==> config.mk <==
export PLATFORM = sky130hd
export DESIGN_NAME = wsms_front
export DESIGN_NICKNAME = d
export VERILOG_FILES = /design/src/hdl/wsms_pkg.sv /design/src/hdl/wsms_front.sv
export SDC_FILE = /design/constraint.sdc
export NUM_CORES = 1
export LEC_CHECK = 0
export BUFFER_PORTS_ARGS = -buffer_cell sky130_fd_sc_hd__buf_4
export CORE_MARGIN = 2
export CORE_UTILIZATION = 40
export DETAILED_ROUTE_END_ITERATION = 8
export HOLD_SLACK_MARGIN = 0.03
export PLACE_DENSITY_LB_ADDON = 0.15
export SLEW_MARGIN = 10
export SYNTH_ARGS = -nofsm -noshare
export SYNTH_HDL_FRONTEND = slang
export SYNTH_SLANG_ARGS = --single-unit
==> constraint.sdc <==
create_clock -name clk -period 13.7 [get_ports clk]
set_input_delay 2.74 -clock clk [delete_from_list [all_inputs] [get_ports clk]]
set_output_delay 2.74 -clock clk [all_outputs]
set_load 0.03 [all_outputs]
==> src/hdl/wsms_pkg.sv <==
// ----------------------------------------------------------------------------
// wsms_pkg
// Shared constants and types for the window sum match search block.
// ----------------------------------------------------------------------------
package wsms_pkg;

	localparam int ELEM_W      = 24;
	localparam int CFG_W       = 30;
	localparam int CFG_IDX_W   = 2;
	localparam int DIM_CFG_W   = 9;
	localparam int WIN_CFG_W   = 4;
	localparam int TARGET_W    = 30;
	localparam int OUT_IDX_W   = 8;
	localparam int QUEUE_DEPTH = 4;

	localparam logic [CFG_IDX_W-1:0] REG_ROW_COUNT    = 2'd0;
	localparam logic [CFG_IDX_W-1:0] REG_COLUMN_COUNT = 2'd1;
	localparam logic [CFG_IDX_W-1:0] REG_WINDOW_SIZE  = 2'd2;
	localparam logic [CFG_IDX_W-1:0] REG_TARGET_SUM   = 2'd3;

	localparam logic [DIM_CFG_W-1:0] ROW_COUNT_RST    = 9'd1;
	localparam logic [DIM_CFG_W-1:0] COLUMN_COUNT_RST = 9'd1;
	localparam logic [WIN_CFG_W-1:0] WINDOW_SIZE_RST  = 4'd2;
	localparam logic [TARGET_W-1:0]  TARGET_SUM_RST   = 30'd0;

	typedef struct packed {
		logic first_col;
		logic sub_col;
		logic win_ok;
	} wsms_ctl_t;

endpackage

==> src/hdl/wsms_front.sv <==
// ----------------------------------------------------------------------------
// wsms_front
// Config registers, raster position tracking and per-element classification.
// ----------------------------------------------------------------------------
module wsms_front #(
	parameter int MAX_COLUMNS = 256,
	parameter int MAX_ROWS    = 256,
	parameter int MAX_WINDOW  = 8,
	localparam int RW  = $clog2(MAX_ROWS),
	localparam int CW  = $clog2(MAX_COLUMNS),
	localparam int H   = (MAX_WINDOW > 1) ? MAX_WINDOW - 1 : 1,
	localparam int SLW = (H > 1) ? $clog2(H) : 1,
	localparam int PW  = $clog2(MAX_WINDOW + 1)
) (
	input  logic                                  clk,
	input  logic                                  arst_n,
	input  logic                                  cfg_we,
	input  logic [wsms_pkg::CFG_IDX_W-1:0]        cfg_index,
	input  logic [wsms_pkg::CFG_W-1:0]            cfg_data,
	input  logic                                  in_valid,
	output logic                                  in_ready,
	input  logic [wsms_pkg::ELEM_W-1:0]           element_value,
	input  logic                                  q_ready,
	output logic                                  push,
	output wsms_pkg::wsms_ctl_t                   ctl,
	output logic [wsms_pkg::ELEM_W-1:0]           elem,
	output logic [CW-1:0]                         col,
	output logic [SLW-1:0]                        slot,
	output logic [H-1:0]                          mask,
	output logic [wsms_pkg::OUT_IDX_W-1:0]        mrow,
	output logic [wsms_pkg::OUT_IDX_W-1:0]        mcol,
	output logic [PW-1:0]                         win_p,
	output logic [wsms_pkg::TARGET_W-1:0]         target
);

	localparam int RCW = $clog2(MAX_ROWS + 1);
	localparam int CCW = $clog2(MAX_COLUMNS + 1);
	localparam int KW  = $clog2(H + 1);

	logic [wsms_pkg::DIM_CFG_W-1:0] rc_q;
	logic [wsms_pkg::DIM_CFG_W-1:0] cc_q;
	logic [wsms_pkg::WIN_CFG_W-1:0] ws_q;
	logic [wsms_pkg::TARGET_W-1:0]  tgt_q;
	logic [RW-1:0]                  r_q;
	logic [CW-1:0]                  c_q;
	logic [SLW-1:0]                 slot_q;

	logic [RCW-1:0] rows;
	logic [CCW-1:0] cols;
	logic [PW-1:0]  p;
	logic           oob;
	logic [RW-1:0]  r_e;
	logic [CW-1:0]  c_e;
	logic [SLW-1:0] slot_e;
	logic           last_col;
	logic           last_row;
	logic [KW-1:0]  kv;

	always_comb begin
		if (rc_q == '0) begin
			rows = RCW'(1);
		end else if (32'(rc_q) > 32'(MAX_ROWS)) begin
			rows = RCW'(MAX_ROWS);
		end else begin
			rows = RCW'(rc_q);
		end
		if (cc_q == '0) begin
			cols = CCW'(1);
		end else if (32'(cc_q) > 32'(MAX_COLUMNS)) begin
			cols = CCW'(MAX_COLUMNS);
		end else begin
			cols = CCW'(cc_q);
		end
		if (ws_q == '0) begin
			p = PW'(1);
		end else if (32'(ws_q) > 32'(MAX_WINDOW)) begin
			p = PW'(MAX_WINDOW);
		end else begin
			p = PW'(ws_q);
		end
	end

	always_comb begin
		oob      = (32'(r_q) >= 32'(rows)) || (32'(c_q) >= 32'(cols));
		r_e      = oob ? '0 : r_q;
		c_e      = oob ? '0 : c_q;
		slot_e   = oob ? '0 : slot_q;
		last_col = (32'(c_e) + 32'd1) >= 32'(cols);
		last_row = (32'(r_e) + 32'd1) >= 32'(rows);
	end

	// history bank b holds row r-k, k counted back from the current slot
	always_comb begin
		kv = '0;
		for (int b = 0; b < H; b++) begin
			if (slot_e == SLW'(b)) begin
				kv = KW'(H);
			end else if (slot_e > SLW'(b)) begin
				kv = KW'(slot_e) - KW'(b);
			end else begin
				kv = KW'(slot_e) + KW'(H - b);
			end
			mask[b] = (32'(kv) < 32'(p)) && (32'(kv) <= 32'(r_e));
		end
	end

	assign in_ready      = q_ready;
	assign push          = in_valid && q_ready;
	assign ctl.first_col = (c_e == '0);
	assign ctl.sub_col   = (32'(c_e) >= 32'(p));
	assign ctl.win_ok    = ((32'(r_e) + 32'd1) >= 32'(p)) && ((32'(c_e) + 32'd1) >= 32'(p));
	assign elem          = element_value;
	assign col           = c_e;
	assign slot          = slot_e;
	assign mrow          = wsms_pkg::OUT_IDX_W'(32'(r_e) + 32'd1 - 32'(p));
	assign mcol          = wsms_pkg::OUT_IDX_W'(32'(c_e) + 32'd1 - 32'(p));
	assign win_p         = p;
	assign target        = tgt_q;

	always_ff @(posedge clk or negedge arst_n) begin
		if (!arst_n) begin
			rc_q   <= wsms_pkg::ROW_COUNT_RST;
			cc_q   <= wsms_pkg::COLUMN_COUNT_RST;
			ws_q   <= wsms_pkg::WINDOW_SIZE_RST;
			tgt_q  <= wsms_pkg::TARGET_SUM_RST;
			r_q    <= '0;
			c_q    <= '0;
			slot_q <= '0;
		end else if (cfg_we) begin
			case (cfg_index)
				wsms_pkg::REG_ROW_COUNT: begin
					rc_q   <= cfg_data[wsms_pkg::DIM_CFG_W-1:0];
					r_q    <= '0;
					c_q    <= '0;
					slot_q <= '0;
				end
				wsms_pkg::REG_COLUMN_COUNT: begin
					cc_q   <= cfg_data[wsms_pkg::DIM_CFG_W-1:0];
					r_q    <= '0;
					c_q    <= '0;
					slot_q <= '0;
				end
				wsms_pkg::REG_WINDOW_SIZE: begin
					ws_q   <= cfg_data[wsms_pkg::WIN_CFG_W-1:0];
					r_q    <= '0;
					c_q    <= '0;
					slot_q <= '0;
				end
				wsms_pkg::REG_TARGET_SUM: begin
					tgt_q <= cfg_data[wsms_pkg::TARGET_W-1:0];
				end
				default: begin
					tgt_q <= tgt_q;
				end
			endcase
		end else if (push) begin
			if (last_col) begin
				c_q <= '0;
				if (last_row) begin
					r_q    <= '0;
					slot_q <= '0;
				end else begin
					r_q    <= r_e + RW'(1);
					slot_q <= (slot_e == SLW'(H - 1)) ? '0 : slot_e + SLW'(1);
				end
			end else begin
				c_q    <= c_e + CW'(1);
				r_q    <= r_e;
				slot_q <= slot_e;
			end
		end
	end

endmodule

==> reports/results.txt <==
status: completed
worst r2r src: cc_q[4]$_DFFE_PN0P_
Critical Path Start Type: flip-flop
Leak Pwr: 0.00348 µW
share of synthesized flip-flops with an asynchronous set or reset: 100%
Ant. Diodes: 0
Antenna Nets Post-Route: 0
cts hold-fix bufs: 0
HP Class: flip-flop to flip-flop
post-route clock skew: 0.00887 ns
Clock Latency Late Sink: 0.34 ns
IO Count: 158
CP max FO: 18
CP endpoint kind: output pin
Hold Fails Final Rpt: 0
Synth Flop Type: dfrtp_1
FF+latch count, synth: 71
Final Max Tran Viols: 0
number of remaining DRC errors: 0
Final HPWL DP: 12,400 µm
EDFF count, synth: 0
Routed WL: 16,600 µm
Sum Neg Setup Slack: 0 ns
syn_nets: 806
layout cells sized above 1: 26.7%
Initial Util: 40.5%
Hold Slack: 0.508 ns
drt first pass iters: 5
CTS buffer count: 9
top cells by area, synth: dfrtp_1 28%, ha_1 19%, mux2_2 9.6%
Hold Startpoint: target[5]$_DFFE_PN0P_
Remaining Overflow, GRT: 0
Peak Freq: 0.115 GHz
CTS sink cnt: 71
count of cell types in the netlist: 71
crit-path max cell delay: 0.74 ns
Critical R2R Capture: r_q[4]$_DFFE_PN0P_
hold-critical path depth: 1
Hold EP: target[5]$_DFFE_PN0P_
crit path max-delay cell type: and2_1
Ys Warns: 0
Most common cell on crit path: ha_1
gpl congestion: 0.890
Reg power frac: 30.1%
Setup Buffers After CTS: 0
worst path bufs/invs: 2
first-pass GRT wire length: 27,200 µm
post-synthesis average cell area: 9.39 µm²
CP top delay family: simple AND/OR/NAND/NOR gates
Post-Synthesis Cells: 649
FF-to-FF path depth: 22
initial antenna violation count: 0
VDD IR-drop max: 0.0000769 V
Psw: 347 µW
max_cap viols: 0
Req. time, crit path: 10.96 ns
Crit path arrival time: 5.98 ns
Buffers on Ports: 109
Die H: 127 µm
Chip Width: 127 µm
die area: 16,200 µm²
layout overhead on the synthesized area: 18.1%
share of the synthesized area in the top cell type: 27.9%
post-CTS sizing: 0
crit share post-route: 63.6%
vias in the first global route: 5,269
vias: 5,197
logic gate share of total power: 41.6%
worst-margin pin slew: 0.966 ns
Worst-path clk slew: 0.07 ns
NumNets Final: 883
Int Pwr: 527 µW
Core Region: 15,000 µm²
largest net degree at the start of global routing: 72
DR iter-0 viols: 389
clock power share: 28.2%
Clock Path Buffers: 2
RSZ-0062 raised after global routing: no
Avg WL per Cell: 18.0 µm
sequential element share of the synthesized area: 29.2%
TritonCTS clock tree: yes
Crit Path Class: flip-flop to output pin
Global Route Usage Sum: 21.0%
Relative slew margins: 35.2%
FP Rows: 45
reg2reg setup slack: 7.13 ns
clk root buf: clkbuf_16
area of the mapped netlist: 6090 µm²
crit-path cells: nor4_1, a21oi_1, nor2_1, ha_1, nand2b_1, a211o_1, a22oi_2, and2_1, nand2_1, inv_1, ha_1, mux2i_1, o32a_1, ha_1, nor2b_1, o21a_1, o21ai_0, o22ai_1, a41oi_1, buf_4
cell taking the most area after synthesis: dfrtp_1
H-tree levels: 3
via/cell ratio: 5.66
clock period minus worst slack: 8.72 ns
Pwr Density: 121 nW/µm²
final setup fails: 0
Switching Fraction: 39.7%
-- registers in the layout (all words and copies together), names as in the netlist --
| name | count |
|---|---|
| c_q | 8 |
| r_q | 8 |
| slot_q | 3 |
| ws_q | 4 |
| cc_q | 9 |
| rc_q | 9 |
| target | 30 |
-- kinds of logic (layout without fill, tap and decap cells) --
family	after synthesis	after routing	share of synthesized area, %
adder cells (fa/ha/maj)	96	96	20.0
AO/OA/AOI/OAI	143	143	15.5
multiplexers	56	56	10.3
buffers and inverters	85	167	7.17
AND/OR/NAND/NOR	173	173	14.1
flip-flops	71	71	29.2
XOR/XNOR	25	25	3.72
-- final cells by class --
type | count | area, µm²
Multi-Input combinational cell | 493 | 3880
Fill cell | 1420 | 7840
Clock inverter | 7 | 85.1
Clock buffer | 9 | 225
Sequential cell | 71 | 1780
Timing Repair Buffer | 112 | 841
Inverter | 39 | 149
Tap cell | 188 | 235
-- worst max path at each step --
stage	cells past startpoint	from	slack, ns	endpoint
after floorplan	18	cc_q[4]$_DFFE_PN0P_	6.51	mrow[7]
after global routing	20	cc_q[4]$_DFFE_PN0P_	4.41	mask[2]
after detailed placement	20	cc_q[4]$_DFFE_PN0P_	5.36	mask[2]
after global placement	20	cc_q[4]$_DFFE_PN0P_	5.61	mask[6]
final	20	cc_q[4]$_DFFE_PN0P_	4.98	mask[2]
after CTS	20	cc_q[4]$_DFFE_PN0P_	4.97	mask[2]
-- worst reg2reg max path, stage by stage, from the launching register on --
cell and delay, ns:
dfrtp_1 0.40, nor4_1 0.29, a21oi_1 0.10, nor2_1 0.18
ha_1 0.26, nand2b_1 0.14, a211o_1 0.30, a22oi_2 0.51
and2_1 0.75, nand2_1 0.22, inv_1 0.21, ha_1 0.32
nand3_1 0.15, xor2_1 0.20, nor2_1 0.26, ha_1 0.29
and4_1 0.17, o221ai_1 0.07, a21oi_1 0.09, or4_1 0.55
o21ai_1 0.78, nand2_1 0.15, o31ai_1 0.11
-- cells in the final DEF (no fill, tap or decap), drive strengths merged, types with 3 or more instances in the layout --
| master | instances |
|---|---|
| ha | 94 |
| dfstp | 3 |
| o21a | 7 |
| mux2 | 52 |
| dfrtp | 68 |
| nand2 | 69 |
| and3 | 7 |
| a21o | 18 |
| o21ai | 35 |
| inv | 40 |
| nand4 | 3 |
| o211ai | 4 |
| and4 | 4 |
| nand4b | 3 |
| o22ai | 5 |
| nand3b | 3 |
| a31oi | 4 |
| clkinv | 5 |
| nand2b | 7 |
| nor3 | 10 |
| buf | 112 |
| nor3b | 6 |
| nor2 | 34 |
| nand3 | 13 |
| nor4 | 4 |
| clkbuf | 9 |
| xor2 | 20 |
| o31ai | 4 |
| xnor2 | 5 |
| a21oi | 33 |
| mux2i | 4 |
| nor2b | 5 |
-- cells in the mapped netlist (3+ instances only) --
cell type / n
ha_1: 94
dfrtp_1: 68
nand2_1: 67
mux2_2: 52
inv_1: 35
nor2_1: 33
a21oi_1: 32
o21ai_0: 29
buf_4: 26
xor2_1: 20
a21o_1: 18
nand3_1: 12
nor3_1: 9
buf_2: 8
and3_1: 7
clkbuf_1: 7
nand2b_1: 7
o21a_1: 7
nor3b_1: 6
o21ai_1: 6
nor2b_1: 5
o22ai_1: 5
a31oi_1: 4
and4_1: 4
buf_1: 4
mux2i_1: 4
nor4_1: 4
o211ai_1: 4
o31ai_1: 4
xnor2_1: 4
clkinv_1: 3
dfstp_2: 3
nand3b_1: 3
nand4_1: 3
nand4b_1: 3
-- per-stage QoR --
step           cells  power (µW)  cell area (µm²)  setup slack [ns]  utilization [%]
5_1_grt          919         926             7200              4.41             47.9
4_1_cts          919         882             7190              4.97             47.8
3_5_place_dp     903         632             6880              5.36             45.8
3_3_place_gp     903         626             6880              5.61             45.8
6_report         919         874             7200              4.98             47.9
2_1_floorplan    649         518             6090              6.51                -
-- layer usage --
| layer | vias to the layer above | global-route usage [%] | part of all wire (%) |
|---|---|---|---|
| met1 | 2485 | 28.1 | 45 |
| met4 | 0 | 6.79 | 2.1 |
| met5 | - | 0 | 0 |
| met3 | 29 | 3.81 | 6.6 |
| met2 | 213 | 34.4 | 47 |
| li1 | 2470 | - | - |
-- power groups by stage --
stage                     Combinational [µW]  Sequential (µW)  Clock [µW]
after floorplan                          224              294           0
after global placement                   360              265           0
after detailed placement                 366              266           0
after CTS                                366              263         252
after global routing                     396              268         262
final                                    364              263         247
Note: power is estimated with default switching activity, not from simulation.
