## src/hdl/wsms_pkg.sv

```systemverilog
// ----------------------------------------------------------------------------
// wsms_pkg
// Shared constants and types for the window sum match search block.
// ----------------------------------------------------------------------------
package wsms_pkg;

	localparam int ELEM_W      = 24;
	localparam int CFG_W       = 30;
	localparam int CFG_IDX_W   = 2;
	localparam int DIM_CFG_W   = 9;
	localparam int WIN_CFG_W   = 4;
	localparam int TARGET_W    = 30;
	localparam int OUT_IDX_W   = 8;
	localparam int QUEUE_DEPTH = 4;

	localparam logic [CFG_IDX_W-1:0] REG_ROW_COUNT    = 2'd0;
	localparam logic [CFG_IDX_W-1:0] REG_COLUMN_COUNT = 2'd1;
	localparam logic [CFG_IDX_W-1:0] REG_WINDOW_SIZE  = 2'd2;
	localparam logic [CFG_IDX_W-1:0] REG_TARGET_SUM   = 2'd3;

	localparam logic [DIM_CFG_W-1:0] ROW_COUNT_RST    = 9'd1;
	localparam logic [DIM_CFG_W-1:0] COLUMN_COUNT_RST = 9'd1;
	localparam logic [WIN_CFG_W-1:0] WINDOW_SIZE_RST  = 4'd2;
	localparam logic [TARGET_W-1:0]  TARGET_SUM_RST   = 30'd0;

	typedef struct packed {
		logic first_col;
		logic sub_col;
		logic win_ok;
	} wsms_ctl_t;

endpackage

```

## src/hdl/wsms_queue.sv

```systemverilog
// ----------------------------------------------------------------------------
// wsms_queue
// Short register FIFO between the classifying front and the summing back.
// ----------------------------------------------------------------------------
module wsms_queue #(
	parameter int W = 8
) (
	input  logic         clk,
	input  logic         arst_n,
	input  logic         push,
	input  logic [W-1:0] wdata,
	output logic         ready,
	output logic         valid,
	input  logic         pop,
	output logic [W-1:0] rdata
);

	localparam int D  = wsms_pkg::QUEUE_DEPTH;
	localparam int PTW = $clog2(D);
	localparam int CNW = $clog2(D + 1);

	logic [W-1:0]   slot_q [D];
	logic [PTW-1:0] wr_q;
	logic [PTW-1:0] rd_q;
	logic [CNW-1:0] cnt_q;

	assign ready = (32'(cnt_q) != 32'(D));
	assign valid = (cnt_q != '0);
	assign rdata = slot_q[rd_q];

	always_ff @(posedge clk) begin
		if (push) begin
			slot_q[wr_q] <= wdata;
		end
	end

	always_ff @(posedge clk or negedge arst_n) begin
		if (!arst_n) begin
			wr_q  <= '0;
			rd_q  <= '0;
			cnt_q <= '0;
		end else begin
			if (push) begin
				wr_q <= wr_q + PTW'(1);
			end
			if (pop) begin
				rd_q <= rd_q + PTW'(1);
			end
			if (push && !pop) begin
				cnt_q <= cnt_q + CNW'(1);
			end else if (pop && !push) begin
				cnt_q <= cnt_q - CNW'(1);
			end
		end
	end

endmodule

```

## config.mk

```make
export PLATFORM = sky130hd
export DESIGN_NAME = wsms_queue
export DESIGN_NICKNAME = d
export VERILOG_FILES = /design/src/hdl/wsms_pkg.sv /design/src/hdl/wsms_queue.sv
export SDC_FILE = /design/constraint.sdc
export NUM_CORES = 1
export LEC_CHECK = 0
export ABC_CLOCK_PERIOD_IN_PS = 1800
export BUFFER_PORTS_ARGS = -buffer_cell sky130_fd_sc_hd__buf_4
export CAP_MARGIN = 20
export CORE_ASPECT_RATIO = 1.2
export CORE_MARGIN = 4
export CORE_UTILIZATION = 35
export DETAILED_ROUTE_END_ITERATION = 16
export HOLD_SLACK_MARGIN = 0.06
export PLACE_DENSITY_LB_ADDON = 0.1
export SLEW_MARGIN = 0
export SYNTH_ARGS = -nofsm -noshare
export SYNTH_HDL_FRONTEND = slang
export SYNTH_SLANG_ARGS = --single-unit
export TNS_END_PERCENT = 50
```

## constraint.sdc

```tcl
create_clock -name clk -period 1.8 [get_ports clk]
set_input_delay 0.36 -clock clk [delete_from_list [all_inputs] [get_ports clk]]
set_output_delay 0.36 -clock clk [all_outputs]
set_load 0.01 [all_outputs]
```

==> flow_summary.json, run 1 <==
{
  "r2r-start": "wr_q[0]$_DFFE_PN0P_",
  "final_util_pct": 45.92,
  "hold_path_depth": 2,
  "final.min_clock_period_ns": 1.851,
  "worst_setup_path_start_kind": "flop",
  "drt_wl_total_um": 2417,
  "layout-drive-gt1-share_pct": 36.45,
  "cts_setup_buffers": 0,
  "failed_checks": "negative setup slack",
  "critPathArrivalTime_ns": 1.49,
  "finalPower_mw": 3.215,
  "synth-seq-cells": 39,
  "max_slew.worst_pin.slew_ns": 0.4824,
  "worstPathMaxFanout": 7,
  "critical-path-top-delay-family": "multiplexers",
  "num_rows": 26,
  "place_congestion": 0.7054,
  "setup_viol": 8,
  "drt_iter0_markers": 54,
  "num_antenna_cells": 0,
  "globalRoute.totalOverflow": 0,
  "clock_path_buffers": 2,
  "place_hpwl_um": 1697,
  "worst_path_largest_cell_delay_ns": 0.51,
  "fmax_ghz": 0.5403,
  "p_per_area_nw_per_um2": 1643,
  "cp.required_ns": 1.44,
  "synth_area_sq_um": 1549,
  "cts.sinks": 39,
  "grt_pass1_wl_um": 3912,
  "die_height_um": 80.88,
  "reg2reg_depth": 3,
  "path_buf_inv": 2,
  "nFillCells": 369,
  "rsz0062_at_grt": "true",
  "min_from": "pop",
  "start_util_pct": 36.35,
  "ant_nets": 0,
  "antenna_found_initial": 0,
  "die_area_sq_um": 5559,
  "timing.rr.end": "slot_q[0][5]$_DFFE_PP_",
  "cap_violations": 0,
  "vdd_drop_max_v": 0.0008187,
  "worstSetupEndpointType": "primary output",
  "maxSlewHeadroom_pct": 67.84,
  "die_w_um": 68.73,
  "track_usage_pct": 10.11,
  "post-route-drc-count": 0,
  "critPathKind": "reg2out",
  "dp_slack_ns": 0.1618,
  "ys_seq_area_share_pct": 73.34,
  "insertion_delay_ns": 0.28,
  "cp-startpoint": "rd_q[0]$_DFFE_PN0P_",
  "root_buffer": "clkbuf_8",
  "post-route-period-util_pct": 102.8,
  "slew_violations": 0,
  "fin_skew_ns": 0.004060,
  "drt_first_pass_iters": 2,
  "p_leak_nw": 0.7331,
  "finalInstanceArea_sq_um": 1957,
  "synth_cell_types": 16,
  "vias_per_cell": 4.448,
  "synthCells": 77,
  "vias": 725,
  "synth_fp_nets": 95,
  "post_dp_cell_area_sq_um": 1788,
  "cts_buffers": 5,
  "path_cells": "buf_12 > mux4_2 > buf_6",
  "hold_path.class": "in2reg",
  "status": "finished, violations left",
  "ios": 22,
  "htreeDepth": 2,
  "finalNetCount": 124,
  "min_to": "rd_q[0]$_DFFE_PN0P_",
  "timing.final.ws_setup_ns": -0.05095,
  "grt_pass1_vias": 790,
  "rrSetupSlack_ns": 0.36,
  "routedWlPerCell_um": 14.83,
  "whs_ns": 0.2651,
  "core_sq_um": 4262,
  "syn_avg_cell_area_sq_um": 20.12,
  "area_growth_pct": 26.33,
  "grt_max_degree": 13,
  "port_buffers": 21,
  "hold_violations": 0,
  "cts_tree": "built",
  "path_clk_slew_ns": 0.07,
  "slowest_stage": "mux4_2",
  "synth-warning-count": 0
}
## power breakdown
group,switching (mW),internal (mW),leakage [nW]
clock network,0.288,0.554,0.0654
registers,0.149,1.21,0.376
logic,0.419,0.594,0.292
## logic make-up after synthesis
| kind of cell | Yosys count | synth area share, % |
|---|---|---|
| AOI/OAI and AO/OA | 1 | 0.3228 |
| xor gates and xnor gates | 6 | 3.393 |
| adders and majority gates | 6 | 5.331 |
| buffers and inverters | 6 | 2.019 |
| DFF | 39 | 73.34 |
| muxes | 9 | 12.36 |
| and+or+nand+nor | 10 | 3.231 |
## worst reg2reg max path, cell delays in order (launching register included)
cell	delay, ns
dfrtp_1	0.43
inv_1	0.10
ha_1	0.14
and2_1	0.42
## final cells by class
class / count / area, sq um / area share, %
multi-input cells: 32 / 381.6 / 19.50
flip-flops and latches: 39 / 1136 / 58.06
inverters: 4 / 15.01 / 0.7673
clock buffers: 6 / 72.57 / 3.708
repair buffers: 24 / 221.5 / 11.32
clock inverters: 2 / 60.06 / 3.069
well taps: 56 / 70.07 / 3.581
## cell usage after synthesis, drive strengths merged
master,instances,share of area (%)
edfxtp,32,62
mux4,8,12
dfrtp,7,11
ha,5,4.0
and2,4,1.6
inv,4,0.97
xor2,4,2.3
nand2,3,0.73
buf,2,1.0
nor2,2,0.48
xnor2,2,1.1
fa,1,1.3
mux2,1,0.73
o21ai,1,0.32
or3,1,0.40
## cell usage in the layout (no fill, tap or decap)
| cell type | n |
|---|---|
| xor2_1 | 4 |
| buf_12 | 1 |
| clkbuf_1 | 1 |
| or3_1 | 1 |
| bufinv_16 | 2 |
| buf_6 | 7 |
| mux2_2 | 1 |
| nand2_1 | 3 |
| edfxtp_1 | 32 |
| nor2_1 | 2 |
| ha_1 | 5 |
| mux4_2 | 8 |
| and2_1 | 4 |
| o21ai_0 | 1 |
| dfrtp_1 | 7 |
| inv_1 | 4 |
| dlygate4sd3_1 | 1 |
| clkbuf_8 | 5 |
| fa_1 | 1 |
| xnor2_1 | 2 |
| buf_4 | 15 |
## sequential cells by signal, summed over array words and instances (netlist names)
name / flops
slot_q: 32
rd_q: 2
cnt_q: 3
wr_q: 2
## routing by layer
metal	track usage (%)	wire, um	up-vias
met1	11.35	961	358
met5	0	0	-
met4	4.094	44	0
li1	-	-	346
met3	3.458	120	5
met2	17.29	1291	16
## worst max path at each step
stage / to / slack [ns] / depth (start not counted)
4_1_cts: rdata[6] / -0.07 / 3
5_1_grt: rdata[6] / -0.11 / 3
2_1_floorplan: cnt_q[2]$_DFFE_PN0P_ / 0.37 / 7
6_report: rdata[6] / -0.05 / 3
3_3_place_gp: cnt_q[1]$_DFFE_PN0P_ / 0.21 / 5
3_5_place_dp: cnt_q[2]$_DFFE_PN0P_ / 0.16 / 8
## metrics by stage
stage          setup TNS (ns)  std cells
3_5_place_dp                0        154
6_report              -0.3115        163
4_1_cts               -0.4813        163
2_1_floorplan               0         77
5_1_grt               -0.7654        163
3_3_place_gp                0        154
## what timing repair did
action,4_1_cts,5_1_grt
pin swaps,0,0
endpoints found under the hold margin,7,0
endpoints found under the setup margin,8,8
gates resized for setup,7,0
hold buffers,1,0
Note: power is estimated with default switching activity, not from simulation.
==> inputs of run 2 (changes only) <==
ABC_CLOCK_PERIOD_IN_PS = 1630   (was 1800)
PLACE_DENSITY_LB_ADDON = unset   (was 0.1)
clock period = 1.63 ns   (was 1.8 ns; I/O delays follow)
==> flow_summary.json, run 2 (synthesis gave the netlist of run 1 again) <==
{
  "ant_nets": 0,
  "core_sq_um": 4262,
  "hold_violations": 0,
  "port_buffers": 21,
  "path_buf_inv": 2,
  "vias_per_cell": 4.500,
  "multi_input_area_sq_um": 386.6,
  "worst_path_largest_cell_delay_ns": 0.52,
  "max_slew.worst_pin.slew_ns": 0.4250,
  "area_growth_pct": 26.82,
  "met2_usage_pct": 15.57,
  "cap_violations": 0,
  "dp_slack_ns": 0.01120,
  "grt_util_met3_pct": 4.011,
  "top_regs": "slot_q: 32 flops, cnt_q: 3 flops",
  "critical-path-top-delay-family": "multiplexers",
  "fmax_ghz": 0.5508,
  "finalNetCount": 127,
  "timing.final.ws_setup_ns": -0.1854,
  "cp.required_ns": 1.30,
  "drt_wl_total_um": 2353,
  "largest_reg_flops": 32,
  "antenna_found_initial": 0,
  "critPathKind": "reg2out",
  "layout_common_cells": "32 x edfxtp_1, 17 x buf_4, 8 x mux4_2, 8 x buf_6, 6 x dfrtp_1",
  "failed_checks": "negative setup slack",
  "num_antenna_cells": 0,
  "root_buffer": "clkbuf_8",
  "worstPathMaxFanout": 8,
  "cts_tree": "built",
  "layout_commonest_cell": "edfxtp_1",
  "regMostFlops": "slot_q",
  "rsz0062_at_grt": "true",
  "track_usage_pct": 10.30,
  "setup_viol": 8,
  "maxSlewHeadroom_pct": 71.67,
  "path_cells": "buf_12 > mux4_2 > buf_6",
  "place_congestion": 0.6701,
  "routedWlPerCell_um": 14.17,
  "num_rows": 26,
  "nFillCells": 373,
  "drt_first_pass_iters": 2,
  "htreeDepth": 2,
  "met1_usage_pct": 12.94,
  "layout-drive-gt1-share_pct": 40.00,
  "hold_path.class": "in2reg",
  "vias": 747,
  "ios": 22,
  "critPathArrivalTime_ns": 1.49,
  "grt_pass1_wl_um": 4002,
  "post-route-period-util_pct": 111.4,
  "tns_ns": -1.376,
  "final_util_pct": 46.10,
  "cts.sinks": 39,
  "p_per_area_nw_per_um2": 1747,
  "cts_buffers": 5,
  "clock_path_buffers": 2,
  "globalRoute.totalOverflow": 0,
  "p_leak_nw": 0.7402,
  "die_height_um": 80.88,
  "die_w_um": 68.73,
  "top_usage_layer": "met2",
  "grt_max_degree": 13,
  "path_clk_slew_ns": 0.07,
  "drt_iter0_markers": 53,
  "insertion_delay_ns": 0.28,
  "register_area_sq_um": 1137,
  "final.min_clock_period_ns": 1.815,
  "worstSetupEndpointType": "primary output",
  "grt_pass1_vias": 811,
  "slew_violations": 0,
  "slowest_stage": "mux4_2",
  "die_area_sq_um": 5559,
  "fin_skew_ns": 0.004265,
  "vdd_drop_max_v": 0.0006428,
  "worst_setup_path_start_kind": "flop",
  "start_util_pct": 36.35,
  "status": "finished, violations left",
  "post-route-drc-count": 0
}
-- run 2: per-stage QoR --
step / area, sq um / power [mW] / std cells / hold slack, ns
floorplan: 1549 / 2.121 / 77 / 0.03041
detailed placement: 1795 / 2.576 / 155 / 0.1455
global placement: 1795 / 2.542 / 155 / 0.1434
CTS: 1951 / 3.451 / 165 / 0.2273
finish: 1964 / 3.432 / 166 / 0.2332
global route: 1964 / 3.659 / 166 / 0.2301
-- run 2: repair_timing --
item | in CTS | in global routing
hold endpoints to repair | 7 | 0
endpoints found under the setup margin | 8 | 9
resized for setup | 8 | 2
hold buffers | 1 | 0
setup buffers | 1 | 1
-- run 2: worst paths after layout --
kind	startpoint	endpoint	slack [ns]	cells past startpoint
setup / recovery	rd_q[0]$_DFFE_PN0P_	rdata[7]	-0.19	3
hold / removal	pop	rd_q[0]$_DFFE_PN0P_	0.23	2
setup reg to reg	wr_q[0]$_DFFE_PN0P_	slot_q[2][1]$_DFFE_PP_	0.24	3
hold reg to reg	cnt_q[2]$_DFFE_PN0P_	cnt_q[2]$_DFFE_PN0P_	0.52	1
max in group asynchronous	arst_n	cnt_q[0]$_DFFE_PN0P_	1.11	2
min in group asynchronous	arst_n	cnt_q[0]$_DFFE_PN0P_	0.39	2
-- run 2: worst register-to-register path: cells and delay by family, from the launching register on --
family / cells / cell delay (ns)
and+or+nand+nor: 1 / 0.38
DFF: 1 / 0.42
adders and majority gates: 1 / 0.14
buffers and inverters: 1 / 0.10
-- run 2: final cells by class --
cell class | count | area share [%]
clock buffers | 5 | 3.503
well taps | 56 | 3.567
inverters | 4 | 0.7643
clock inverters | 3 | 1.975
flip-flops and latches | 39 | 57.90
repair buffers | 27 | 12.61
multi-input cells | 32 | 19.68
-- run 2: power by group --
group          switching [mW]  total (mW)  internal, mW
clock                   0.311       0.759         0.448
sequential              0.164        1.50          1.34
combinational           0.465        1.17         0.704
total                   0.941        3.43          2.49
-- run 2: routing by layer --
layer / vias to the layer above / share of wire, %
met5: - / 0
met4: 0 / 1.6
met3: 4 / 6.7
met2: 21 / 50
met1: 371 / 41
li1: 351 / -
==> inputs of run 3 (changes only) <==
CELL_PAD_IN_SITES_DETAIL_PLACEMENT = 1   (was unset)
CELL_PAD_IN_SITES_GLOBAL_PLACEMENT = 2   (was unset)
PLACE_DENSITY_LB_ADDON = 0.1   (was unset)
SLEW_MARGIN = 20   (was 0)
==> flow_summary.json, run 3 (synthesis gave the netlist of run 1 again) <==
{
  "p_leak_nw": 0.7607,
  "reg2reg_depth": 4,
  "place_congestion": 0.7099,
  "cts.sinks": 39,
  "fmax_ghz": 0.5610,
  "drt_iter0_markers": 5,
  "post_dp_cell_area_sq_um": 1866,
  "largest_reg_flops": 32,
  "critPathArrivalTime_ns": 1.46,
  "worst_setup_path_start_kind": "flop",
  "ios": 22,
  "finalInstanceArea_sq_um": 1993,
  "nFillCells": 429,
  "critical-path-top-delay-family": "multiplexers",
  "fin_skew_ns": 0.002747,
  "htreeDepth": 2,
  "hold_violations": 0,
  "vias": 767,
  "finalNetCount": 131,
  "worstPathMaxFanout": 3,
  "cap_violations": 0,
  "critPathKind": "reg2out",
  "root_buffer": "clkbuf_8",
  "failed_checks": "negative setup slack",
  "core_sq_um": 4262,
  "start_util_pct": 36.35,
  "routedWlPerCell_um": 15.00,
  "setup_viol": 8,
  "grt_pass1_vias": 833,
  "post-route-period-util_pct": 109.4,
  "worstSetupEndpointType": "primary output",
  "cp.depth": 3,
  "antenna_found_initial": 0,
  "path_buf_inv": 2,
  "p_per_area_nw_per_um2": 1732,
  "num_rows": 26,
  "grt_max_degree": 13,
  "globalRoute.totalOverflow": 0,
  "hold_path.class": "in2reg",
  "multi_input_area_sq_um": 381.6,
  "vias_per_cell": 4.512,
  "vdd_drop_max_v": 0.0009123,
  "track_usage_pct": 10.48,
  "worst_path_largest_cell_delay_ns": 0.49,
  "register_area_sq_um": 1136,
  "slowest_stage": "mux4_2",
  "layout-drive-gt1-share_pct": 41.23,
  "insertion_delay_ns": 0.28,
  "place_hpwl_um": 1976,
  "maxSlewHeadroom_pct": 85.13,
  "layout_commonest_cell": "edfxtp_1",
  "post-route-drc-count": 0,
  "grt_pass1_wl_um": 3995,
  "drt_first_pass_iters": 3,
  "die_area_sq_um": 5559,
  "die_height_um": 80.88,
  "regMostFlops": "slot_q",
  "cts_setup_buffers": 0,
  "path_cells": "buf_4 > mux4_2 > buf_4",
  "area_growth_pct": 28.68,
  "hold_path_depth": 1,
  "path_clk_slew_ns": 0.07,
  "cp_common_cell": "buf_4",
  "cts_tree": "built",
  "layout_common_cells": "32 x edfxtp_1, 27 x buf_4, 8 x mux4_2, 7 x dfrtp_1, 6 x clkbuf_8",
  "timing.final.ws_setup_ns": -0.1526,
  "dp_slack_ns": -0.001454,
  "num_antenna_cells": 0,
  "cp.required_ns": 1.30,
  "clock_path_buffers": 2,
  "cts_buffers": 5,
  "port_buffers": 21,
  "top_regs": "slot_q: 32 flops, cnt_q: 3 flops",
  "die_w_um": 68.73,
  "final.min_clock_period_ns": 1.783,
  "slew_violations": 0,
  "max_slew.worst_pin.slew_ns": 0.2231,
  "rsz0062_at_grt": "true",
  "ant_nets": 0,
  "cts-resized-gates": 0,
  "status": "finished, violations left",
  "drt_wl_total_um": 2550
}
==> run 3: cell count changes in the layout (fill, tap and decap cells not counted), sizes merged <==
cell / before / now
buf: 26 / 30
clkbuf: 5 / 6
clkinv: 2 / 1
==> run 3: where the power goes <==
group          switching, mW  internal (mW)  leakage, nW
logic                  0.505          0.686        0.323
clock network          0.303          0.495       0.0612
registers              0.127           1.34        0.376
==> run 3: cell type report <==
class	instances	share of cell area, %
Sequential cell	39	57.00
Inverter	4	0.7533
Multi-Input combinational cell	32	19.15
Tap cell	56	3.515
Clock buffer	6	4.143
Clock inverter	2	1.758
Timing Repair Buffer	31	13.68
==> run 3: timing repair <==
action	CTS	global route
gates cloned	0	0
hold endpoints to repair	7	0
pin swaps	0	0
hold buffers	1	0
setup endpoints to repair	8	8
==> run 3: worst paths after layout <==
path / start / endpoint / slack [ns]
max: rd_q[0]$_DFFE_PN0P_ / rdata[5] / -0.15
min: wdata[0] / slot_q[3][0]$_DFFE_PP_ / 0.24
max reg2reg: cnt_q[0]$_DFFE_PN0P_ / cnt_q[2]$_DFFE_PN0P_ / 0.24
min reg2reg: cnt_q[2]$_DFFE_PN0P_ / cnt_q[2]$_DFFE_PN0P_ / 0.50
max in group asynchronous: arst_n / rd_q[0]$_DFFE_PN0P_ / 1.12
min in group asynchronous: arst_n / rd_q[1]$_DFFE_PN0P_ / 0.39
==> run 3: per-stage QoR <==
stage / setup TNS [ns] / power (mW) / std cells / hold slack (ns) / util [%]
CTS: -1.321 / 3.523 / 170 / 0.2330 / 46.77
floorplan: 0 / 2.121 / 77 / 0.03041 / -
detailed placement: -0.001454 / 2.717 / 161 / 0.1471 / 43.78
finish: -1.129 / 3.452 / 170 / 0.2426 / 46.77
global route: -1.675 / 3.671 / 170 / 0.2310 / 46.77
global placement: 0 / 2.685 / 161 / 0.1417 / 43.78
==> run 3: routing by layer <==
| layer | track usage, % | wire length [um] | vias up |
|---|---|---|---|
| li1 | - | - | 358 |
| met1 | 10.59 | 903 | 390 |
| met2 | 19.29 | 1492 | 15 |
| met3 | 3.458 | 124 | 4 |
| met4 | 4.094 | 29 | 0 |
| met5 | 0 | 0 | - |
